## src/rtl/packet_framer_with_sum_checksum_macros.svh

```systemverilog
// Assertion macros for the packet framer RTL
`ifndef PACKET_FRAMER_WITH_SUM_CHECKSUM_MACROS_SVH
`define PACKET_FRAMER_WITH_SUM_CHECKSUM_MACROS_SVH

// Same-cycle implication, checked on clk and disabled during reset
`define PFSC_ASSERT_NOW(lbl, ante, cons, msg) \
	lbl: assert property (@(posedge clk) disable iff (!arst_n) (ante) |-> (cons)) else $error(msg);

// Next-cycle implication, checked on clk and disabled during reset
`define PFSC_ASSERT_NEXT(lbl, ante, cons, msg) \
	lbl: assert property (@(posedge clk) disable iff (!arst_n) (ante) |=> (cons)) else $error(msg);

`endif

```

## src/rtl/pfsc_pkg.sv

```systemverilog
// Types and constants of the packet framer with sum checksum
`default_nettype none

package pfsc_pkg;

	// Item kinds carried on the input tuser
	localparam logic KIND_START   = 1'b0;
	localparam logic KIND_PAYLOAD = 1'b1;

	// Beat positions inside a start item (header bytes; a checksum follows only for an empty frame)
	localparam logic [2:0] BEAT_PREFIX  = 3'd0;
	localparam logic [2:0] BEAT_SND_HI  = 3'd1;
	localparam logic [2:0] BEAT_SND_LO  = 3'd2;
	localparam logic [2:0] BEAT_RCV_HI  = 3'd3;
	localparam logic [2:0] BEAT_RCV_LO  = 3'd4;
	localparam logic [2:0] BEAT_LEN     = 3'd5;
	localparam logic [2:0] BEAT_FIRST   = 3'd0;

	// One input item as held in the input stage
	typedef struct packed {
		logic        kind;
		logic [15:0] sender_address;
		logic [15:0] receiver_address;
		logic [6:0]  payload_length;
		logic [7:0]  data_byte;
	} item_t;

	// One output beat
	typedef struct packed {
		logic [7:0] out_byte;
		logic       frame_end;
		logic       stray_error;
		logic       last_of_run;
	} beat_t;

endpackage

`default_nettype wire

```

## src/rtl/pfsc_seq.sv

```systemverilog
// Beat sequencer: frame state and the byte sent on each beat of the held item
`default_nettype none

module pfsc_seq #(
	parameter int MAX_PAYLOAD = 120
) (
	input  wire logic          clk,
	input  wire logic          arst_n,
	input  wire pfsc_pkg::item_t item,
	input  wire logic [7:0]    prefix_byte,
	input  wire logic          step,
	output pfsc_pkg::beat_t    beat
);
	import pfsc_pkg::*;

	localparam logic [7:0] MAX_LEN8 = 8'(MAX_PAYLOAD);
	localparam logic [6:0] MAX_LEN7 = 7'(MAX_PAYLOAD);

	logic [2:0] idx_q;
	logic [6:0] rem_q;
	logic [7:0] sum_q;
	logic       open_q;

	logic [6:0] len_sat;
	logic       stray;
	logic [7:0] sum_start;

	// Clamp length, spot payload bytes with no open frame and form the start checksum
	always_comb begin
		len_sat   = ({1'b0, item.payload_length} > MAX_LEN8) ? MAX_LEN7 : item.payload_length;
		stray     = !open_q || (rem_q == 7'd0);
		sum_start = item.sender_address[7:0] + item.receiver_address[7:0] + {1'b0, len_sat};
	end

	// Select the byte and flags of the current beat
	always_comb begin
		beat = '0;
		unique case (item.kind)
			KIND_START: begin
				unique case (idx_q)
					BEAT_PREFIX: beat.out_byte = prefix_byte;
					BEAT_SND_HI: beat.out_byte = item.sender_address[15:8];
					BEAT_SND_LO: beat.out_byte = item.sender_address[7:0];
					BEAT_RCV_HI: beat.out_byte = item.receiver_address[15:8];
					BEAT_RCV_LO: beat.out_byte = item.receiver_address[7:0];
					BEAT_LEN: begin
						beat.out_byte    = {1'b0, len_sat};
						beat.last_of_run = (len_sat != 7'd0);
					end
					default: begin
						// checksum of an empty frame
						beat.out_byte    = sum_q;
						beat.frame_end   = 1'b1;
						beat.last_of_run = 1'b1;
					end
				endcase
			end
			default: begin
				if (idx_q == BEAT_FIRST) begin
					if (stray) begin
						beat.stray_error = 1'b1;
						beat.last_of_run = 1'b1;
					end else begin
						beat.out_byte    = item.data_byte;
						beat.last_of_run = (rem_q != 7'd1);
					end
				end else begin
					// checksum after the final payload byte
					beat.out_byte    = sum_q;
					beat.frame_end   = 1'b1;
					beat.last_of_run = 1'b1;
				end
			end
		endcase
	end

	// Advance beat index and frame state on each emitted beat
	always_ff @(posedge clk or negedge arst_n) begin
		if (!arst_n) begin
			idx_q  <= BEAT_FIRST;
			rem_q  <= '0;
			sum_q  <= '0;
			open_q <= 1'b0;
		end else if (step) begin
			idx_q <= beat.last_of_run ? BEAT_FIRST : idx_q + 3'd1;
			if (idx_q == BEAT_FIRST) begin
				if (item.kind == KIND_START) begin
					sum_q  <= sum_start;
					rem_q  <= len_sat;
					open_q <= (len_sat != 7'd0);
				end else if (!stray) begin
					sum_q <= sum_q + item.data_byte;
					rem_q <= rem_q - 7'd1;
					if (rem_q == 7'd1) begin
						open_q <= 1'b0;
					end
				end
			end
		end
	end

endmodule

`default_nettype wire

```

## src/rtl/packet_framer_with_sum_checksum.sv

```systemverilog
// Path: an accepted item is held in the input stage, and each of its beats passes
// through the output beat register, from which it can be taken.
// Throughput: one beat per cycle while the output is taken; a payload byte
// gives one beat (two when it closes the frame), a start item six beats (seven for
// an empty frame). A new item can be taken as the last beat of the held one is sent.
// Reset: arst_n clears the frame state, the prefix register and all valids.
`default_nettype none

module packet_framer_with_sum_checksum #(
	parameter int MAX_PAYLOAD = 120
) (
	input  wire logic        clk,
	input  wire logic        arst_n,
	// configuration write
	input  wire logic        cfg_valid,
	output logic             cfg_ready,
	input  wire logic [7:0]  cfg_data,     // prefix_byte
	// input stream
	input  wire logic        s_axis_tvalid,
	output logic             s_axis_tready,
	// [15:0] sender_address, [31:16] receiver_address, [38:32] payload_length,
	// [46:39] data_byte, [47] zero
	input  wire logic [47:0] s_axis_tdata,
	input  wire logic [0:0]  s_axis_tuser,  // [0] kind
	// output stream
	output logic             m_axis_tvalid,
	input  wire logic        m_axis_tready,
	output logic [7:0]       m_axis_tdata,  // [7:0] out_byte
	output logic [1:0]       m_axis_tuser,  // [0] frame_end, [1] stray_error
	output logic             m_axis_tlast   // last_of_run
);
	import pfsc_pkg::*;

	logic [7:0] prefix_q;
	item_t      item_s1;
	logic       valid_s1;
	beat_t      beat;
	beat_t      beat_q;
	logic       m_valid_q;
	logic       out_load;
	logic       step;
	logic       done;

	// Prefix register, always writable
	assign cfg_ready = 1'b1;

	always_ff @(posedge clk or negedge arst_n) begin
		if (!arst_n) begin
			prefix_q <= '0;
		end else if (cfg_valid) begin
			prefix_q <= cfg_data;
		end
	end

	// Handshake between the input stage and the output register
	assign out_load      = !m_valid_q || m_axis_tready;
	assign step          = valid_s1 && out_load;
	assign done          = step && beat.last_of_run;
	assign s_axis_tready = !valid_s1 || done;

	// Input stage: hold the item until its last beat leaves
	always_ff @(posedge clk or negedge arst_n) begin
		if (!arst_n) begin
			valid_s1 <= 1'b0;
		end else if (s_axis_tvalid && s_axis_tready) begin
			valid_s1 <= 1'b1;
		end else if (done) begin
			valid_s1 <= 1'b0;
		end
	end

	always_ff @(posedge clk) begin
		if (s_axis_tvalid && s_axis_tready) begin
			item_s1.kind             <= s_axis_tuser[0];
			item_s1.sender_address   <= s_axis_tdata[15:0];
			item_s1.receiver_address <= s_axis_tdata[31:16];
			item_s1.payload_length   <= s_axis_tdata[38:32];
			item_s1.data_byte        <= s_axis_tdata[46:39];
		end
	end

	pfsc_seq #(
		.MAX_PAYLOAD(MAX_PAYLOAD)
	) u_seq (
		.clk         (clk),
		.arst_n      (arst_n),
		.item        (item_s1),
		.prefix_byte (prefix_q),
		.step        (step),
		.beat        (beat)
	);

	// Output register: load a beat whenever the slot is free or drains
	always_ff @(posedge clk or negedge arst_n) begin
		if (!arst_n) begin
			m_valid_q <= 1'b0;
		end else if (out_load) begin
			m_valid_q <= step;
		end
	end

	always_ff @(posedge clk) begin
		if (step) begin
			beat_q <= beat;
		end
	end

	assign m_axis_tvalid   = m_valid_q;
	assign m_axis_tdata    = beat_q.out_byte;
	assign m_axis_tuser[0] = beat_q.frame_end;
	assign m_axis_tuser[1] = beat_q.stray_error;
	assign m_axis_tlast    = beat_q.last_of_run;

`include "packet_framer_with_sum_checksum_macros.svh"

	// A stray beat is a lone zero byte that ends its run
	`PFSC_ASSERT_NOW(a_stray_beat, m_axis_tvalid && m_axis_tuser[1], m_axis_tlast && (m_axis_tdata == 8'd0) && !m_axis_tuser[0], "stray beat malformed")

	// The checksum beat always ends the run of its item
	`PFSC_ASSERT_NOW(a_end_is_last, m_axis_tvalid && m_axis_tuser[0], m_axis_tlast, "frame end without tlast")

	// An item stays in the input stage until its last beat is sent
	`PFSC_ASSERT_NEXT(a_item_held, step && !beat.last_of_run, valid_s1, "item dropped before last beat")

endmodule

`default_nettype wire

```

## config.mk

```make
export PLATFORM = sky130hd
export DESIGN_NAME = packet_framer_with_sum_checksum
export DESIGN_NICKNAME = d
export VERILOG_FILES = /design/src/rtl/pfsc_pkg.sv /design/src/rtl/pfsc_seq.sv /design/src/rtl/packet_framer_with_sum_checksum.sv
export VERILOG_INCLUDE_DIRS = /design/src /design/src/rtl
export SDC_FILE = /design/constraint.sdc
export NUM_CORES = 1
export LEC_CHECK = 0
export BUFFER_PORTS_ARGS = -buffer_cell sky130_fd_sc_hd__buf_4
export CAP_MARGIN = 40
export CORE_AREA = 2 2 137 139
export DETAILED_ROUTE_END_ITERATION = 10
export DIE_AREA = 0 0 139 141
export SETUP_SLACK_MARGIN = 0.1
export SYNTH_ARGS = -nofsm -noshare
export SYNTH_HDL_FRONTEND = slang
export SYNTH_SLANG_ARGS = --single-unit
```

## constraint.sdc

```tcl
create_clock -name clk -period 3 [get_ports clk]
set_input_delay 0.15 -clock clk [delete_from_list [all_inputs] [get_ports clk]]
set_output_delay 0.15 -clock clk [all_outputs]
set_load 0.01 [all_outputs]
```

Word-level counts from Yosys, hierarchy flattened
Cells that the tools add are included.
- word-level logic and storage cells: 71
- register bits: 88
- reduce and logical (&&, ||, !) cells: 18
- order comparisons: 1
- $add $sub $neg: 5
- eq/ne operators: 9
- muxes and demuxes: 22
- operators by type and width (kind ; count):
    8-bit case mux with 6 select lines ; 1
    8-bit 2-to-1 mux ; 4
    7-bit 2-to-1 mux ; 3
    8-bit adder ; 2
    1-bit 2-to-1 mux ; 11
    9-bit 2-to-1 mux ; 1
    8-bit by 7-bit adder with 8-bit output ; 1
    7-bit by 1-bit == test with 1-bit output (second input constant) ; 1
    7-bit > comparator (second input constant) ; 1
    7-bit zero test ; 1
    7-bit by 1-bit inequality test with 1-bit output (second input constant) ; 1
    7-bit nonzero test ; 1
    7-bit by 1-bit subtractor with 7-bit output (second input constant) ; 1
    3-bit by 2-bit == test with 1-bit output (second input constant) ; 2
    3-bit == test (second input constant) ; 2
    6-bit OR reduction ; 1
    5-bit OR reduction ; 1
    4-bit AND reduction ; 1
    3-bit by 1-bit adder with 3-bit output (second input constant) ; 1
    3-bit by 1-bit == test with 1-bit output (second input constant) ; 1
    1-bit logical AND ; 3
    1-bit zero test ; 3
    3-bit zero test ; 1
    1-bit logical OR ; 3
    other kinds (7) ; 7

Depth between registers and ports, before layout
Gate-level depths: netlist of the first run.
- depth after elaboration: 9
- gate-level depth with buffers: 12
- gate-level depth less buffers: 12

Hierarchy
From an unflattened synthesis of the first run, not the netlist that was laid out.
- cells, all modules: 367
- area total of the unflattened synthesis: 4554.4 um^2
- by module, submodules not included (module ; times used ; cells each ; area an instance (um^2) ; seq. area each (um^2)):
    pfsc_seq ; 1 ; 276 ; 2332.2 ; 475.5
    packet_framer_with_sum_checksum ; 1 ; 91 ; 2222.1 ; 2021.9

Worst setup path before layout of the first run
No wires, ideal clock.
- path kind: register -> register
- from: reg u_seq.idx_q[2]
- to: reg item_s1[0] (netlist name), enable pin
- arrival: 2.964 ns
- clock period less this slack: 3.374 ns
- path buffers: 2
- path slack: -0.374 ns
- stages on the path, launching flop included: 10
- library setup time: 0.410 ns
- required time: 2.590 ns
- cell sequence: dfrtp_1 clkbuf_1 inv_1 ha_1 clkbuf_1 nor3_1 o22a_1 a311o_2 a21bo_2 and2_1
- RTL lines (element ; line ; source):
    start, declared ; pfsc_seq.sv:19 ; logic [2:0] idx_q;
    start signal, assigned ; pfsc_seq.sv:85 ; idx_q <= beat.last_of_run ? BEAT_FIRST : idx_q + 3'd1;
    end, declared ; packet_framer_with_sum_checksum.sv:35 ; item_t item_s1;

==> results of run 1 <==
-- flip-flops by register name (all words and copies together) (netlist names), 2 cells and up --
register	flops
item_s1	48
m_axis_tdata	8
m_axis_tuser	2
prefix_q	8
u_seq.idx_q	3
u_seq.rem_q	7
u_seq.sum_q	8
-- through the flow --
step | area, um2 | utilization, % | worst slack [ns] | power [uW]
final | 6170 | 33.8 | 0.278 | 5060
after global routing | 6170 | 33.8 | 0.103 | 5410
after CTS | 6160 | 33.7 | 0.123 | 5070
after detailed placement | 5380 | 29.4 | 0.0539 | 3910
after global placement | 5380 | 29.4 | 0.184 | 3840
after floorplan | 4490 | - | 0.140 | 3180
-- how the worst max path moves through the flow --
| stage | start | end | slack, ns | cells past startpoint |
|---|---|---|---|---|
| after floorplan | u_seq.idx_q[2] | item_s1[0] | 0.14 | 9 |
| after global placement | item_s1[11] | u_seq.sum_q[7] | 0.18 | 11 |
| after detailed placement | item_s1[14] | u_seq.sum_q[7] | 0.05 | 11 |
| after CTS | item_s1[14] | u_seq.sum_q[7] | 0.12 | 11 |
| after global routing | item_s1[14] | u_seq.sum_q[7] | 0.10 | 11 |
| final | u_seq.rem_q[3] | item_s1[13] | 0.28 | 7 |
-- kinds of logic after synthesis --
| family | synth area share, % |
|---|---|
| compound gates | 15.8 |
| buf+inv | 3.52 |
| mux | 3.66 |
| xor+xnor | 1.56 |
| simple gates | 9.85 |
| fa+ha+maj | 9.88 |
| flops | 55.7 |
| other cells | 0.0836 |
-- critical path, delay by kind of cell (launching register included) --
kind / cells / cell delay, ns
AND/OR/NAND/NOR: 3 / 0.94
AO/OA/AOI/OAI: 3 / 0.83
flip-flops: 1 / 0.42
buffers and inverters: 1 / 0.21
-- power by group through the flow --
| stage | clock network (uW) | logic [uW] | registers (uW) |
|---|---|---|---|
| after floorplan | 0 | 1330 | 1860 |
| after global placement | 0 | 1980 | 1870 |
| after detailed placement | 0 | 2030 | 1880 |
| after CTS | 1130 | 2090 | 1860 |
| after global routing | 1180 | 2340 | 1890 |
| final | 1100 | 2100 | 1850 |
-- cells in the mapped netlist (all sizes together), types with 3 or more instances --
cell	instances
edfxtp	59
nand2	30
dfrtp	29
nor2	28
a21oi	27
ha	21
clkbuf	17
inv	17
o21ai	16
mux2	11
nand3	10
fa	9
a31oi	8
a32oi	8
nor3	8
a22oi	7
nor2b	6
o22a	5
xnor2	5
buf	4
mux2i	4
o22ai	4
a211oi	3
a221oi	3
nand2b	3
o21a	3
o31ai	3
or3	3
xor2	3
-- routing by layer --
layer	part of all wire, %	global-route usage, %	vias up
li1	-	-	1680
met1	45	16.2	1634
met2	49	20.7	103
met3	5.1	3.40	12
met4	1.1	3.35	0
met5	0	0	-
-- layout make-up --
class	instances	area share, %
clock buffer	10	3.71
inverter	18	1.10
tap	234	4.75
clock inverter	6	0.974
multi-input combinational	254	29.9
timing repair buffer	139	19.1
sequential	88	40.5
-- what timing repair did --
action	4_1_cts	5_1_grt
pin swaps	0	1
endpoints found under the setup margin	1	2
gates resized for setup	1	4
hold endpoints to repair	77	0
gates cloned	0	0
hold buffers	49	0
==> results.sh, run 1 <==
export IMPL_synth_fp_nets=473
export IMPL_fillers=1858
export IMPL_final_cell_mix="89 x buf_4, 59 x edfxtp_1, 49 x dlygate4sd3_1"
export IMPL_clock_sinks=88
export IMPL_synth_top_area_share_pct=39.5
export IMPL_routedWlPerCell_um=15.8
export IMPL_hold_path_startpoint="s_axis_tvalid"
export IMPL_synth_ff_type="edfxtp_1"
export IMPL_internal_power_uw=3210
export IMPL_cp_slowest_cell="or4_4"
export IMPL_min_period_ns=2.72
export IMPL_cts_made_buffers=9
export IMPL_grt_use_total_pct=12.5
export IMPL_crit_fanout=40
export IMPL_p_leak_uw=0.00246
export IMPL_drtIter0Drc=174
export IMPL_post_synth_top_area_cell="edfxtp_1"
export IMPL_io_pins=76
export IMPL_worstHoldEndpoint="valid_s1"
export IMPL_routabilityCongestion=0.868
export IMPL_drt_total_wl_mm=11.8
export IMPL_irDropWorstVdd_mv=0.321
export IMPL_max_slew_worst_pin_slew_ns=0.591
export IMPL_grt_pass1_wl_mm=19.1
export IMPL_layout_commonest_cell="buf_4"
export IMPL_cts_tree="yes"
export IMPL_clkLatencyLatePin_ns=0.35
export IMPL_postCtsSetupBuffers=0
export IMPL_relSlewSlack_pct=60.4
export IMPL_core_region_area_um2=18300
export IMPL_ys_async_sr_fraction_pct=33.0
export IMPL_num_antenna_cells=0
export IMPL_p_sw_share_pct=36.6
export IMPL_fin_setup_tns_ns=0
export IMPL_critPathMaxStageDelay_ns=0.56
export IMPL_dp_cells=684
export IMPL_fin_hold_ws_ns=0.0158
export IMPL_ff_latch_area_um2=2500
export IMPL_ys_ff_latch=88
export IMPL_rsz0062_at_grt="false"
export IMPL_r2r_end="item_s1[13]"
export IMPL_slew_viol_final=0
export IMPL_drtPass1Iterations=4
export IMPL_ant_nets=0
export IMPL_final_cells=749
export IMPL_synth_distinct_cells=52
export IMPL_crit_type="flop to flop"
export IMPL_place_detailed_hpwl_mm=9.05
export IMPL_post_route_period_util_pct=90.7
export IMPL_dieArea_um2=19600
export IMPL_r2r_slack_ns=0.28
export IMPL_vias_per_cell=4.58
export IMPL_ff2ff_path_depth=7
export IMPL_area_delta_synth_final_pct=37.6
export IMPL_die_height_um=141
export IMPL_grt_antenna_before_repair=0
export IMPL_clkTransAtPathRegs_ns=0.06
export IMPL_port_buffers=73
export IMPL_comb_power_share_pct=41.6
export IMPL_synthTopCellsByArea="edfxtp_1 40%, dfrtp_1 16%, ha_1 5.9%"
export IMPL_via_count=3429
export IMPL_route_detailed_drc=0
export IMPL_multi_input_area_um2=1840
export IMPL_synth_warning_count=0
export IMPL_cp_start_kind="flop"
export IMPL_path_cells="or4_4 > nor2_2 > a41oi_1 > a311o_2 > a21bo_2 > and2_2 > buf_12"
export IMPL_whs_path_depth=2
export IMPL_grt_max_degree=41
export IMPL_drive_above_1_share_pct=24.7
export IMPL_overflow=0
export IMPL_cts_htree_levels=3
export IMPL_p_seq_share_pct=36.6
export IMPL_rows=50
export IMPL_synth_area_per_cell_um2=11.8
export IMPL_arrival_ns=2.80
export IMPL_switching_power_uw=1850
export IMPL_start_util_pct=24.5
export IMPL_outcome="complete, no violations"
export IMPL_syn_inst=381
export IMPL_design_final_nets=602
export IMPL_cp_end_kind="flop"
export IMPL_hp_class="primary input to flop"
export IMPL_regToRegStartpoint="u_seq.rem_q[3]"
export IMPL_clockBufferDepth=2
export IMPL_root_buffer="clkbuf_16"
export IMPL_power_density_nw_per_um2=820
export IMPL_synth_edff_count=59
export IMPL_max_freq_mhz=367
export IMPL_maxCapViolations=0
export IMPL_finalSetupViolations=0
export IMPL_ys_seq_area_share_pct=55.7
export IMPL_syn_area_um2=4480
export IMPL_fin_skew_ns=0.00741
export IMPL_hold_viol_final=0
export IMPL_grt_pass1_vias=3532
export IMPL_chipWidth_um=139
export IMPL_cp_required_ns=3.08
export IMPL_p_clk_share_pct=21.8
(Power assumes the default switching activity.)
==> inputs of run 2 (changes only) <==
--- a/config.mk
+++ b/config.mk
@@ -8,10 +8,11 @@
 export LEC_CHECK = 0
 export BUFFER_PORTS_ARGS = -buffer_cell sky130_fd_sc_hd__buf_4
 export CAP_MARGIN = 40
-export CORE_AREA = 2 2 137 139
+export CORE_AREA = 2 2 138 140
 export DETAILED_ROUTE_END_ITERATION = 10
-export DIE_AREA = 0 0 139 141
+export DIE_AREA = 0 0 140 142
 export SETUP_SLACK_MARGIN = 0.1
 export SYNTH_ARGS = -nofsm -noshare
 export SYNTH_HDL_FRONTEND = slang
+export SYNTH_HIERARCHICAL = 1
 export SYNTH_SLANG_ARGS = --single-unit
==> run 2 against run 1 <==
The flow now finishes with violations (DRC). First-iteration DRC count increased by 70%. Count of clock-buffer cells in the layout increased by 1. Global-route usage increased by 0.091 points. Sequential share of layout area decreased by 0.69 points. Maximum frequency decreased by 2.8%. Critical path depth increased by 4. Utilization increased by 0.23 points. Sequential power increased by 8%. Cell area increased by 1.7%. Combinational power increased by 20%. Critical path type unchanged.
==> results.sh, run 2 <==
export IMPL_cp_slowest_cell="fa_1"
export IMPL_ys_async_sr_fraction_pct=33.0
export IMPL_critPathMaxStageDelay_ns=0.44
export IMPL_synth_most_common_cell="edfxtp_1"
export IMPL_start_util_pct=24.7
export IMPL_largest_reg_flops=48
export IMPL_synth_top_family_by_area="compound AO/OA/AOI/OAI gates"
export IMPL_slew_viol_final=0
export IMPL_via_count=3462
export IMPL_violations="DRC"
export IMPL_rows=50
export IMPL_clkLatencyLatePin_ns=0.34
export IMPL_vias_per_cell=4.67
export IMPL_drive_above_1_share_pct=26.2
export IMPL_cts_made_buffers=9
export IMPL_synth_common_cells="59 x edfxtp_1, 29 x dfrtp_1, 25 x nand2_1, 23 x o21ai_0"
export IMPL_design_final_nets=595
export IMPL_top_register="item_s1"
export IMPL_drtPass1Iterations=8
export IMPL_maxCapViolations=0
export IMPL_synth_simple_gate_area_share_pct=9.15
export IMPL_finalPower_uw=5640
export IMPL_clkTransAtPathRegs_ns=0.06
export IMPL_cts_tree="yes"
export IMPL_finalWorstSetupSlack_ns=0.199
export IMPL_synth_area_per_cell_um2=12.4
export IMPL_cp_end_kind="flop"
export IMPL_syn_area_um2=4550
export IMPL_crit_fanout=3
export IMPL_max_freq_mhz=357
export IMPL_hold_path_startpoint="cfg_data[4]"
export IMPL_synth_compound_area_share_pct=16.9
export IMPL_area_delta_synth_final_pct=37.8
export IMPL_outcome="finished, violations left"
export IMPL_hold_viol_final=0
export IMPL_place_detailed_hpwl_mm=9.04
export IMPL_place_area_um2=5470
export IMPL_whs_path_depth=2
export IMPL_io_pins=76
export IMPL_path_cells="nand4_1 > and2_4 > fa_1 > ha_2 > fa_2 > a21o_1 > a21oi_2 > o21bai_1 > a21oi_1 > xnor2_1 > a222oi_1"
export IMPL_route_detailed_drc=4
export IMPL_p_leak_uw=0.00254
export IMPL_r2r_end="u_seq/sum_q[7]"
export IMPL_synth_fp_nets=459
export IMPL_worstHoldEndpoint="prefix_q[4]"
export IMPL_arrival_ns=3.03
export IMPL_cp_start_kind="flop"
export IMPL_fin_area_um2=6270
export IMPL_drt_total_wl_mm=11.9
export IMPL_dieArea_um2=19900
export IMPL_routabilityCongestion=0.916
export IMPL_cp_required_ns=3.23
export IMPL_synth_edff_count=59
export IMPL_hp_class="primary input to flop"
export IMPL_r2r_slack_ns=0.20
export IMPL_grt_max_degree=49
export IMPL_power_density_nw_per_um2=899
export IMPL_drtIter0Drc=295
export IMPL_synth_ff_type="edfxtp_1"
export IMPL_num_antenna_cells=0
export IMPL_grt_pass1_vias=3629
export IMPL_layout_commonest_cell="buf_4"
export IMPL_chipWidth_um=140
export IMPL_synth_adder_area_share_pct=9.73
export IMPL_post_route_period_util_pct=93.4
export IMPL_ant_nets=0
export IMPL_grt_pass1_wl_mm=19.1
export IMPL_clock_sinks=88
export IMPL_root_buffer="clkbuf_16"
export IMPL_synth_xor_area_share_pct=1.54
export IMPL_synth_warning_count=6
export IMPL_overflow=0
export IMPL_routedWlPerCell_um=16.1
export IMPL_ys_ff_latch=88
export IMPL_irDropWorstVdd_mv=0.362
export IMPL_final_cell_mix="92 x buf_4, 59 x edfxtp_1, 49 x dlygate4sd3_1"
export IMPL_finalSetupViolations=0
export IMPL_port_buffers=73
export IMPL_fin_setup_tns_ns=0
export IMPL_pre_cts_ws_ns=0.0507
export IMPL_rsz0062_at_grt="true"
export IMPL_clockBufferDepth=2
export IMPL_ff2ff_path_depth=11
export IMPL_crit_type="flop to flop"
export IMPL_fin_skew_ns=0.00822
export IMPL_synth_mux_area_share_pct=3.85
export IMPL_grt_use_total_pct=12.6
export IMPL_post_synth_top_area_cell="edfxtp_1"
export IMPL_max_slew_worst_pin_slew_ns=0.544
export IMPL_synth_distinct_cells=59
export IMPL_fin_hold_ws_ns=0.0363
export IMPL_core_region_area_um2=18500
export IMPL_synthTopCellsByArea="edfxtp_1 39%, dfrtp_1 16%, ha_1 5.8%"
export IMPL_cts_htree_levels=3
export IMPL_synth_top_area_share_pct=38.9
export IMPL_relSlewSlack_pct=63.7
export IMPL_regToRegStartpoint="item_s1[13]"
export IMPL_grt_antenna_before_repair=0
export IMPL_syn_inst=367
export IMPL_min_period_ns=2.80
export IMPL_ys_seq_area_share_pct=54.8
export IMPL_die_height_um=142
==> run 2: layout make-up <==
cell class / count / area, um2
sequential: 88 / 2500
clock buffer: 11 / 243
multi-input combinational: 241 / 1900
fill: 1797 / 12200
clock inverter: 5 / 57.6
inverter: 21 / 78.8
timing repair buffer: 142 / 1200
tap: 234 / 293
==> run 2: what timing repair did <==
item	in CTS	in global routing
setup buffers	0	1
hold buffers	49	0
endpoints found under the hold margin	77	0
endpoints found under the setup margin	1	2
gates resized for setup	2	2
pin swaps	0	2
==> run 2: stage by stage <==
stage                     utilization, %  std cells
after floorplan                        -        367
after global placement              29.6        676
after detailed placement            29.6        676
after CTS                           33.9        741
after global routing                34.0        742
final                               34.0        742
==> run 2: logic make-up (layout without fill, tap and decap cells) <==
kind of cell	count (synthesis)	in the layout
XOR/XNOR	8	8
buffers and inverters	38	179
multiplexers	13	13
AND/OR/NAND/NOR	80	80
other	1	1
flip-flops	88	88
AO/OA/AOI/OAI	109	109
adder cells (fa/ha/maj)	30	30
==> run 2: power by group <==
part	internal [uW]	leakage (uW)	total (uW)	switching [uW]
clock	668	0.000149	1130	463
combinational	1140	0.00149	2520	1390
sequential	1740	0.000904	1990	243
==> run 2: worst max-delay path, delay by kind of cell (launching register included) <==
kind	cells	cell delay (ns)
adder cells (fa/ha/maj)	3	1.01
AO/OA/AOI/OAI	5	0.86
flip-flops	1	0.36
AND/OR/NAND/NOR	2	0.36
XOR/XNOR	1	0.09
==> run 2: worst max path at each step <==
stage / from / end / cells after the start
floorplan: item_s1[13] / u_seq/sum_q[7] / 11
CTS: item_s1[13] / u_seq/sum_q[7] / 11
global placement: item_s1[14] / u_seq/sum_q[7] / 11
finish: item_s1[13] / u_seq/sum_q[7] / 11
global route: item_s1[13] / u_seq/sum_q[7] / 11
detailed placement: item_s1[13] / u_seq/sum_q[7] / 11
==> run 2: per-layer routing <==
| metal | global-route usage (%) | routed length, um |
|---|---|---|
| met5 | 0 | 0 |
| met4 | 6.01 | 343 |
| met3 | 2.36 | 622 |
| met2 | 20.0 | 5490 |
| met1 | 16.6 | 5450 |
==> inputs of run 3 (changes only) <==
--- a/config.mk
+++ b/config.mk
@@ -11,7 +11,7 @@
 export CORE_AREA = 2 2 138 140
 export DETAILED_ROUTE_END_ITERATION = 10
 export DIE_AREA = 0 0 140 142
-export SETUP_SLACK_MARGIN = 0.1
+export SETUP_SLACK_MARGIN = 0.5
 export SYNTH_ARGS = -nofsm -noshare
 export SYNTH_HDL_FRONTEND = slang
 export SYNTH_HIERARCHICAL = 1
==> run 3 against run 2 <==
The run still ends with DRC left. Maximum frequency grew 2.1%. Power grew 5.3%. First-iteration DRC count shrank 4.1%. Count of clock-buffer cells in the layout shrank 1. Routed wire length grew 6.4%. Critical endpoint unchanged. Largest power group unchanged.
==> results.sh, run 3 (synthesis gave the netlist of run 2 again) <==
export IMPL_grt_pass1_vias=3576
export IMPL_regToRegStartpoint="item_s1[12]"
export IMPL_max_slew_worst_pin_slew_ns=0.532
export IMPL_hold_viol_final=0
export IMPL_worstHoldEndpoint="prefix_q[0]"
export IMPL_grt_use_total_pct=12.8
export IMPL_cp_end_kind="flop"
export IMPL_hold_path_startpoint="cfg_data[0]"
export IMPL_violations="DRC"
export IMPL_drtPass1Iterations=8
export IMPL_r2r_end="u_seq/sum_q[7]"
export IMPL_p_sw_share_pct=37.6
export IMPL_ant_nets=0
export IMPL_clkTransAtPathRegs_ns=0.07
export IMPL_clock_sinks=88
export IMPL_fillers=1844
export IMPL_cts_made_buffers=9
export IMPL_start_util_pct=24.7
export IMPL_clkLatencyLatePin_ns=0.34
export IMPL_drive_above_1_share_pct=31.5
export IMPL_whs_path_depth=2
export IMPL_grt_max_degree=49
export IMPL_relSlewSlack_pct=64.4
export IMPL_power_density_nw_per_um2=918
export IMPL_ff2ff_path_depth=11
export IMPL_overflow=0
export IMPL_p_leak_uw=0.00259
export IMPL_vias_per_cell=4.68
export IMPL_finalSetupViolations=0
export IMPL_cts_htree_levels=3
export IMPL_place_detailed_hpwl_mm=8.98
export IMPL_wl_met1_mm=5.76
export IMPL_switching_power_uw=2230
export IMPL_topRoutingLayerUsed="met4"
export IMPL_irDropWorstVdd_mv=0.347
export IMPL_largest_reg_flops=48
export IMPL_min_period_ns=2.74
export IMPL_io_pins=76
export IMPL_routed_wl_met2_mm=5.90
export IMPL_design_final_nets=604
export IMPL_p_seq_share_pct=33.6
export IMPL_post_route_period_util_pct=91.4
export IMPL_wl_met3_um=700
export IMPL_route_detailed_drc=2
export IMPL_final_cell_mix="98 x buf_4, 59 x edfxtp_1, 49 x dlygate4sd3_1"
export IMPL_outcome="finished, violations left"
export IMPL_area_delta_synth_final_pct=42.1
export IMPL_crit_fanout=3
export IMPL_drtIter0Drc=283
export IMPL_root_buffer="clkbuf_16"
export IMPL_routabilityCongestion=0.912
export IMPL_port_buffers=73
export IMPL_internal_power_uw=3710
export IMPL_p_clk_share_pct=19.1
export IMPL_r2r_slack_ns=0.26
export IMPL_crit_type="flop to flop"
export IMPL_cp_start_kind="flop"
export IMPL_maxCapViolations=0
export IMPL_top_register="item_s1"
export IMPL_cp_required_ns=3.24
export IMPL_grt_antenna_before_repair=0
export IMPL_drt_total_wl_mm=12.7
export IMPL_via_count=3514
export IMPL_die_height_um=142
export IMPL_layout_commonest_cell="buf_4"
export IMPL_hp_class="primary input to flop"
export IMPL_slew_viol_final=0
export IMPL_max_freq_mhz=365
export IMPL_arrival_ns=2.98
export IMPL_rows=50
export IMPL_grt_pass1_wl_mm=19.4
export IMPL_cts_tree="yes"
export IMPL_comb_power_share_pct=47.2
export IMPL_clockBufferDepth=2
export IMPL_fin_skew_ns=0.00560
export IMPL_chipWidth_um=140
export IMPL_dieArea_um2=19900
export IMPL_core_region_area_um2=18500
export IMPL_routedWlPerCell_um=16.9
export IMPL_fin_hold_ws_ns=0.0319
export IMPL_num_antenna_cells=0
export IMPL_fin_setup_tns_ns=0
export IMPL_rsz0062_at_grt="true"
==> run 3: cell count changes in the layout (fill, tap and decap cells not counted), sizes merged <==
cell	delta
clkinvlp	+2
buf	+8
inv	+2
clkinv	-3
==> run 3: worst max path at each step <==
stage          depth (start not counted)         from        endpoint  slack, ns
2_1_floorplan                         11  item_s1[13]  u_seq/sum_q[7]       0.29
3_3_place_gp                          11  item_s1[14]  u_seq/sum_q[7]       0.26
3_5_place_dp                          10  item_s1[12]  u_seq/sum_q[6]       0.20
4_1_cts                               11  item_s1[12]  u_seq/sum_q[7]       0.27
5_1_grt                               11  item_s1[12]  u_seq/sum_q[7]       0.01
6_report                              11  item_s1[12]  u_seq/sum_q[7]       0.26
==> run 3: what timing repair did <==
item	4_1_cts	5_1_grt
resized for setup	8	13
hold buffers	49	0
pin swaps	6	8
gates cloned	0	2
endpoints found under the hold margin	77	0
setup endpoints to repair	53	61
setup buffers	10	1
==> run 3: layout make-up <==
type                    count  area (um2)  area share [%]
flip-flops and latches     88        2500            38.7
multi-input cells         241        2010            31.0
repair buffers            151        1290            20.0
well taps                 234         293            4.52
clock buffers              10         229            3.54
inverters                  21        78.8            1.22
clock inverters             6        67.6            1.04
==> run 3: layer usage <==
metal  vias to the layer above  track usage [%]
met5                         -                0
met4                         0             5.95
met3                        19             3.03
met2                       131             19.9
met1                      1681             17.1
li1                       1683                -
==> run 3: power by group through the flow <==
stage	combinational (uW)	sequential, uW	clock, uW
detailed placement	2440	2020	0
floorplan	1630	1990	0
global route	3090	2040	1210
CTS	2650	2000	1160
finish	2800	2000	1140
global placement	2390	2000	0
==> run 3: per-stage QoR <==
step           util (%)  cells  power, uW  area (um2)  setup WS [ns]
3_5_place_dp       29.7    673       4460        5490          0.202
3_3_place_gp       29.7    673       4390        5490          0.263
4_1_cts            34.6    748       5810        6390          0.267
6_report           35.1    751       5940        6470          0.257
5_1_grt            35.1    751       6340        6470         0.0142
2_1_floorplan         -    367       3630        4610          0.286
==> run 3: worst max-delay path: stages (launching register included) <==
cell,delay [ns]
edfxtp_1,0.36
nand4_1,0.15
and2_4,0.19
fa_1,0.48
ha_4,0.19
fa_2,0.36
a21o_1,0.17
a21oi_2,0.14
o21bai_1,0.07
a21oi_1,0.16
xnor2_1,0.10
a222oi_1,0.27
